`config.mk`:
```
export PLATFORM = sky130hd
export DESIGN_NAME = display_init_table_interpreter
export DESIGN_NICKNAME = d
export VERILOG_FILES = /design/src/rtl/dit_pkg.sv /design/src/rtl/dit_step.sv /design/src/rtl/display_init_table_interpreter.sv
export SDC_FILE = /design/constraint.sdc
export NUM_CORES = 1
export LEC_CHECK = 0
export BUFFER_PORTS_ARGS = -buffer_cell sky130_fd_sc_hd__buf_2
export CAP_MARGIN = 20
export CORE_AREA = 2 2 81 83
export DETAILED_ROUTE_END_ITERATION = 8
export DIE_AREA = 0 0 83 85
export GPL_TIMING_DRIVEN = 0
export PLACE_DENSITY = 0.63
export SLEW_MARGIN = 20
export SYNTH_ARGS = -nofsm -noshare
export SYNTH_HDL_FRONTEND = slang
export SYNTH_SLANG_ARGS = --single-unit
```
`constraint.sdc`:
```
create_clock -name clk -period 1.9 [get_ports clk]
set_input_delay 0.19 -clock clk [delete_from_list [all_inputs] [get_ports clk]]
set_output_delay 0.19 -clock clk [all_outputs]
set_load 0.02 [all_outputs]
```
`src/rtl/dit_pkg.sv`:
```
// types, codes and constants shared by the init table interpreter
// no dependencies

package dit_pkg;

  localparam int unsigned ByteW = 8;
  localparam int unsigned KindW = 2;

  localparam logic [ByteW-1:0] DELAY_MARKER_RESET = 8'h7F;

  localparam logic [KindW-1:0] KIND_CMD   = 2'd0;
  localparam logic [KindW-1:0] KIND_PARAM = 2'd1;
  localparam logic [KindW-1:0] KIND_DELAY = 2'd2;
  localparam logic [KindW-1:0] KIND_DROP  = 2'd3;

  typedef enum logic [1:0] {
    PH_CMD   = 2'd0,
    PH_LEN   = 2'd1,
    PH_PARAM = 2'd2
  } phase_t;

  typedef struct packed {
    phase_t           phase;
    logic [ByteW-1:0] held_command;
    logic [ByteW-1:0] params_left;
  } parse_state_t;

  typedef struct packed {
    logic             valid;
    logic [KindW-1:0] kind;
    logic [ByteW-1:0] value;
    logic             ends_transfer;
    logic             truncated;
  } result_t;

endpackage

```
`src/rtl/dit_step.sv`:
```
// record parser step: one table byte against the parse state
// gives the next parse state and at most one write; uses dit_pkg

module dit_step (
  input  dit_pkg::parse_state_t      state,
  input  logic [dit_pkg::ByteW-1:0]  delay_marker,
  input  logic [dit_pkg::ByteW-1:0]  table_byte,
  input  logic                       table_end,
  output dit_pkg::parse_state_t      state_nxt,
  output dit_pkg::result_t           res
);
  import dit_pkg::*;

  logic [ByteW-1:0] left_dec;

  assign left_dec = state.params_left - ByteW'(1);

  always_comb begin
    state_nxt         = state;
    res.valid         = 1'b0;
    res.kind          = KIND_CMD;
    res.value         = table_byte;
    res.ends_transfer = 1'b0;
    res.truncated     = 1'b0;
    case (state.phase)
      PH_LEN: begin
        res.valid = 1'b1;
        if (state.held_command == delay_marker) begin
          res.kind        = KIND_DELAY;
          state_nxt.phase = PH_CMD;
        end else begin
          res.kind  = KIND_CMD;
          res.value = state.held_command;
          if (table_byte == '0) begin
            res.ends_transfer = 1'b1;
            state_nxt.phase   = PH_CMD;
          end else if (table_end) begin
            res.ends_transfer     = 1'b1;
            res.truncated         = 1'b1;
            state_nxt.phase       = PH_CMD;
            state_nxt.params_left = '0;
          end else begin
            state_nxt.params_left = table_byte;
            state_nxt.phase       = PH_PARAM;
          end
        end
      end
      PH_PARAM: begin
        res.valid             = 1'b1;
        res.kind              = KIND_PARAM;
        state_nxt.params_left = left_dec;
        if (left_dec == '0) begin
          res.ends_transfer = 1'b1;
          state_nxt.phase   = PH_CMD;
        end else if (table_end) begin
          res.ends_transfer     = 1'b1;
          res.truncated         = 1'b1;
          state_nxt.params_left = '0;
          state_nxt.phase       = PH_CMD;
        end
      end
      default: begin
        state_nxt.held_command = table_byte;
        if (table_end) begin
          res.valid       = 1'b1;
          res.kind        = KIND_DROP;
          res.truncated   = 1'b1;
          state_nxt.phase = PH_CMD;
        end else begin
          state_nxt.phase = PH_LEN;
        end
      end
    endcase
  end

endmodule

```
`src/rtl/display_init_table_interpreter.sv`:
```
// init table interpreter top: input register, parse state, result register
// a byte waits in the input register; its write then goes to the result register
// throughput: one table byte per cycle unless the output stalls, set by the single parse-state update
// a byte is taken into an empty input register while a finished write still waits at the output
// reset (synchronous, active low) clears the beats in flight, the parse state
// and sets the delay marker to 0x7F; uses dit_pkg and dit_step

module display_init_table_interpreter (
  input  logic                        clk,
  input  logic                        rst_n,
  input  logic                        cfg_wr_en,
  input  logic [dit_pkg::ByteW-1:0]   cfg_wr_data,
  input  logic                        in_valid,
  output logic                        in_stall,
  input  logic [dit_pkg::ByteW-1:0]   in_table_byte,
  input  logic                        in_table_end,
  output logic                        out_valid,
  input  logic                        out_stall,
  output logic [dit_pkg::KindW-1:0]   out_kind,
  output logic [dit_pkg::ByteW-1:0]   out_value,
  output logic                        out_ends_transfer,
  output logic                        out_truncated
);
  import dit_pkg::*;

  logic [ByteW-1:0] delay_marker_r;
  logic             s1_valid_r;
  logic [ByteW-1:0] s1_byte_r;
  logic             s1_end_r;
  parse_state_t     state_r;
  parse_state_t     state_nxt;
  result_t          res;
  logic             out_valid_r;
  logic [KindW-1:0] out_kind_r;
  logic [ByteW-1:0] out_value_r;
  logic             out_ends_r;
  logic             out_trunc_r;

  logic out_free;
  logic s1_fire;
  logic in_take;

  assign out_free = !out_valid_r || !out_stall;
  assign s1_fire  = s1_valid_r && out_free;
  assign in_stall = s1_valid_r && !out_free;
  assign in_take  = in_valid && !in_stall;

  dit_step u_step (
    .state        (state_r),
    .delay_marker (delay_marker_r),
    .table_byte   (s1_byte_r),
    .table_end    (s1_end_r),
    .state_nxt    (state_nxt),
    .res          (res)
  );

  always_ff @(posedge clk) begin
    if (!rst_n) begin
      delay_marker_r <= DELAY_MARKER_RESET;
      s1_valid_r     <= 1'b0;
      state_r        <= '{phase: PH_CMD, held_command: '0, params_left: '0};
      out_valid_r    <= 1'b0;
    end else begin
      if (cfg_wr_en) begin
        delay_marker_r <= cfg_wr_data;
      end
      if (in_take) begin
        s1_valid_r <= 1'b1;
      end else if (s1_fire) begin
        s1_valid_r <= 1'b0;
      end
      if (s1_fire) begin
        state_r <= state_nxt;
      end
      if (out_free) begin
        out_valid_r <= s1_fire && res.valid;
      end
    end
  end

  // payload registers
  always_ff @(posedge clk) begin
    if (in_take) begin
      s1_byte_r <= in_table_byte;
      s1_end_r  <= in_table_end;
    end
    if (s1_fire && res.valid) begin
      out_kind_r  <= res.kind;
      out_value_r <= res.value;
      out_ends_r  <= res.ends_transfer;
      out_trunc_r <= res.truncated;
    end
  end

  assign out_valid         = out_valid_r;
  assign out_kind          = out_kind_r;
  assign out_value         = out_value_r;
  assign out_ends_transfer = out_ends_r;
  assign out_truncated     = out_trunc_r;

endmodule

```
==> Word-level counts from Yosys, hierarchy flattened <==
Index checks and enable logic that the tools add are counted.
{ "totals": {"reg_bits": 49, "latch_bits": 0, "ram_bits": 0, "romBits": 0, "in_bits": 22, "output_inout_bits": 14, "wordCells": 65, "memories": 0} }
{ "op_classes": {"n_addsub": 1, "multipliers": 0, "n_div": 0, "n_lt_le_gt_ge": 0, "n_eq_ne": 6, "shift": 0, "muxes": 28, "n_bitwise": 1, "n_reduce_logical": 17} }
{ "ops": {"columns": ["cell", "n"], "rows": [
  ["2-to-1 mux 8 bit", 6],
  ["zero test 8 bit", 2],
  ["case mux 8 bit (2 select lines)", 1],
  ["2-to-1 mux 2 bit", 7],
  ["2-to-1 mux 10 bit", 1],
  ["== test 8 bit", 1],
  ["2-to-1 mux 1 bit", 8],
  ["subtractor 8 x 1 -> 8 bit, second input constant", 1],
  ["case mux 3 bit (2 select lines)", 1],
  ["logical AND 1 bit", 4],
  ["zero test 1 bit", 4],
  ["!= test 2 bit, second input constant", 2],
  ["case mux 1 bit (2 select lines)", 2],
  ["case mux 2 bit (2 select lines)", 1],
  ["AND reduction 2 bit", 2],
  ["AND reduction 4 bit", 1],
  ["nonzero test 2 bit", 2],
  ["2-to-1 mux 3 bit", 1],
  ["!= test 3 x 2 -> 1 bit, second input constant", 1],
  ["== test 2 x 1 -> 1 bit, second input constant", 1],
  ["== test 2 bit, second input constant", 1],
  ["OR reduction 2 bit", 1],
  ["logical OR 1 bit", 1],
  ["NOT 1 bit", 1]
]} }

==> Logic depth before layout (Yosys ltp) <==
{ "depth": {"depth_word": 7, "ltp_mapped": 7, "depth_no_buf": 7} }

==> Cells and area by module <==
From an unflattened synthesis, not the netlist that was laid out.
{ "unflattened": {"hier_cells": 254, "hier_area_um2": 2620.0} }
{ "modules_own_cells": {"columns": ["module", "n_inst", "cells_per_inst", "area_per_inst_um2"], "rows": [
  ["display_init_table_interpreter", 1, 135, 1732.9],
  ["dit_step", 1, 119, 887.1]
]} }

==> Least setup slack after synthesis <==
OpenSTA, ideal clock, no wires.
{ "synth_path": {"kind": "reg2reg", "startpoint": "register state_r[0] (netlist bit)", "endpoint": "register out_trunc_r (netlist: out_truncated) (data pin)", "setup_ns": 0.259, "t_arrival_ns": 1.719, "required_ns": 1.641, "slack_ns": -0.078, "path_stages_with_launch": 8, "path_buffers": 0, "cell_sequence": "dfxtp_1 > inv_1 > ha_1 > nor4b_2 > xnor2_1 > a31o_2 > a21oi_1 > o31a_1"} }
{ "synth_rtl": {"columns": ["element", "line_no", "text"], "rows": [
  ["start: declaration", "display_init_table_interpreter.sv:30", "parse_state_t state_r;"],
  ["start signal: assignment", "display_init_table_interpreter.sv:61", "state_r <= '{phase: PH_CMD, held_command: '0, params_left: '0};"],
  ["start signal: assignment", "display_init_table_interpreter.sv:73", "state_r <= state_nxt;"],
  ["end signal: assignment", "display_init_table_interpreter.sv:91", "out_trunc_r <= res.truncated;"],
  ["end: declaration", "display_init_table_interpreter.sv:37", "logic out_trunc_r;"]
]} }

==> impl_results.md <==
* Top cell type's share of synthesized area at 0.2617
* Minimum clock period at 1.969 ns
* Sw frac at 0.2756
* Mapped Area at 0.002410 mm²
* First-pass GRT wire length at 9.653 mm
* Total Wirelength at 6.066 mm
* Element type at the critical path start: register
* Total gr overflow at 0
* # rows at 29
* Post-Layout Cell Count at 382
* Initial antenna violation count at 0
* Flop pwr share at 0.560
* Setup violations, final at 8
* Die ar. at 0.007055 mm²
* Cell Pwr Density at 703.3 mW/mm²
* DR vias at 2092
* Crit path cell chain: or4_4 -> or2_1 -> a31o_4 -> a22oi_2 -> a21oi_2
* Post-route design area at 0.003010 mm²
* DRT iter0 DRCs at 218
* Vias/cell at 5.476
* Boundary Pins at 36
* Maximum Capacitance Violations at 0
* Pin count of the biggest net entering global routing at 17
* Share of post-route cells with drive strength above 1 at 0.2820
* NumNets Final at 330
* Area grow syn2layout at 24.92%
* Seq/Total Area, Yosys at 0.4943
* Clock group share of total power at 0.299
* Post-synth ARST share at 0
* Clk_lat worst skew at 0.31 ns
* Slew headroom at 0.5361
* Placed inst area at 0.002683 mm²
* Vias in the first global route at 1956
* Total GRT Usage at 0.1716
* Post-Syn Instances at 254
* Worst Path Required at 1.96 ns
* Status: complete, but fails checks
* RSZ-0062 raised after global routing: true
* Largest area contributor in the netlist: edfxtp_1
* Yosys reg bits at 49
* Post-Place Cells at 364
* DIE HEIGHT at 85 µm
* Final GP Congestion at 0.8639
* Crit path largest cell delay at 0.57 ns
* Static Leak at 1.186 nW
* Net Count, Synth at 280
* Post-CTS Hold Buffers at 0
* Syn avg cell area at 9.487 µm²
* Number of diodes at 0
* Tcrit/Tclk final at 1.036
* Htree depth at 2
* Cell class contributing the biggest share of worst-path delay: simple AND/OR/NAND/NOR gates
* Ranking of synthesized cells by area: edfxtp_1, dfxtp_1, nand2_1
* Post-Route Setup TNS at -0.2993 ns
* Worst-path fanout max at 5
* Crit path buf inv count at 0
* Post-DR wirelength/cell at 15.88 µm
* CTS sink cnt at 49
* Violated checks: setup timing
* Fmax at 507.8 MHz
* Crit path capture type: register
* Clock Skews at 0.008941 ns
* Die width at 83 µm
* Setup ws final at -0.06913 ns
* Root Buffer: clkbuf_8
* Worst EP arrival at 2.03 ns
* CTS tree: done
* Hold Path Class: in2reg
* Tightest Pin Transition at 0.6945 ns
* CTS Buf Count at 5
* DRT antenna net count at 0
* DP HPWL at 4.165 mm
* Drt pass-1 iters at 6
* Core box area at 0.006205 mm²
* Clock-pin slew on the worst setup and hold paths at 0.10 ns
* Slowest CP cell: or4_4
* PortBufs at 33
* EDFF count, synth at 21
* Maximum VDD drop at 0.4026 mV
* Main synth FF type: dfxtp_1
* Pint at 1.534 mW
* Psw at 0.5836 mW
* CP Class: reg2reg
* CTS Buffer Depth at 2
* Final Hold Vio Count at 0
* Initial Utilization at 0.3884
* Comb pwr share at 0.141
* Synth warnings at 0
* Final Slew Violations at 0
* DRC viols at 0
* Post-synthesis cell type count at 50
cell usage in the layout, fill, tap and decap left out, types with 3 or more instances in the layout:
cell type  Yosys  layout
nor3_1         4       3
o21ai_0        6       6
dfxtp_4        0       3
a32o_1         3       3
nand2b_1       3       3
buf_4          0      10
nand2_1       50      49
clkbuf_1       9       6
nand3_1       10      10
inv_1          8       6
ha_1           4       3
edfxtp_1      21      21
buf_2          2      36
mux2i_1       12      12
nor2_1        16      15
dfxtp_1       28      25
a21bo_2        3       3
clkbuf_8       0       5
xor2_1         8       8
a21oi_1       16      15
kinds of logic (layout without fill, tap and decap cells):
kind of cell    Yosys count  after routing  synth area share
mux                      12             12           0.04985
simple gates            107            107            0.2134
compound gates           52             52            0.1532
buf+inv                  20             71           0.03219
fa+ha+maj                 4              4           0.02077
xor+xnor                 10             10           0.03635
flops                    49             49            0.4943
synth_stat cells (4+ instances only):
| master | number |
|---|---|
| inv_1 | 8 |
| edfxtp_1 | 21 |
| nor4_1 | 6 |
| nand3_1 | 10 |
| xor2_1 | 8 |
| a21oi_1 | 16 |
| nand2_1 | 50 |
| o21ai_0 | 6 |
| mux2i_1 | 12 |
| ha_1 | 4 |
| nor3_1 | 4 |
| nor2_1 | 16 |
| dfxtp_1 | 28 |
| clkbuf_1 | 9 |
what timing repair did:
item	in CTS	in global routing
gates resized for setup	21	17
hold endpoints to repair	0	0
pin swaps	13	10
setup buffers	6	5
endpoints found under the setup margin	33	27
state kept, by name, indices dropped and copies added (netlist names), 2 cells and up:
register	cells
out_value	8
s1_byte_r	8
delay_marker_r	8
state_r	18
out_kind	2
power groups by stage:
| stage | clock network [mW] | logic [mW] | registers (mW) |
|---|---|---|---|
| floorplan | 0 | 0.158 | 1.21 |
| global placement | 0 | 0.240 | 1.21 |
| detailed placement | 0 | 0.242 | 1.21 |
| CTS | 0.635 | 0.273 | 1.19 |
| global route | 0.689 | 0.327 | 1.19 |
| finish | 0.633 | 0.298 | 1.19 |
metal layers:
layer	part of all wire	track usage	vias up
met1	0.45	0.2248	979
met3	0.055	0.03405	12
met5	0	0	-
li1	-	-	1020
met4	0.021	0.06110	0
met2	0.47	0.2845	81
metrics by stage:
stage	hold WS [ns]	total power, mW	setup slack (ns)	util
2_1_floorplan	0.2889	1.371	-0.0005763	-
3_3_place_gp	0.3664	1.452	-0.4043	0.4323
3_5_place_dp	0.3681	1.454	-0.4148	0.4323
4_1_cts	0.04833	2.094	-0.08332	0.4701
5_1_grt	0.03732	2.208	-0.1275	0.4852
6_report	0.05145	2.117	-0.06913	0.4852
area by class of cell:
cell class / count / area, µm²
Clock inverter: 3 / 22.52
Inverter: 8 / 32.53
Fill cell: 567 / 3194
Tap cell: 77 / 96.34
Sequential cell: 49 / 1202
Clock buffer: 5 / 68.82
Multi-Input combinational cell: 185 / 1280
Timing Repair Buffer: 44 / 260.3
Buffer: 11 / 47.55
worst paths after layout:
kind / from / end / slack, ns / cells past startpoint
max reg2reg: state_r[1] / out_ends_transfer / -0.07 / 5
min reg2reg: state_r[9] / state_r[9] / 0.49 / 2
min: in_table_byte[3] / s1_byte_r[3] / 0.05 / 1
max: state_r[1] / out_ends_transfer / -0.07 / 5
(Power assumes the default switching activity.)
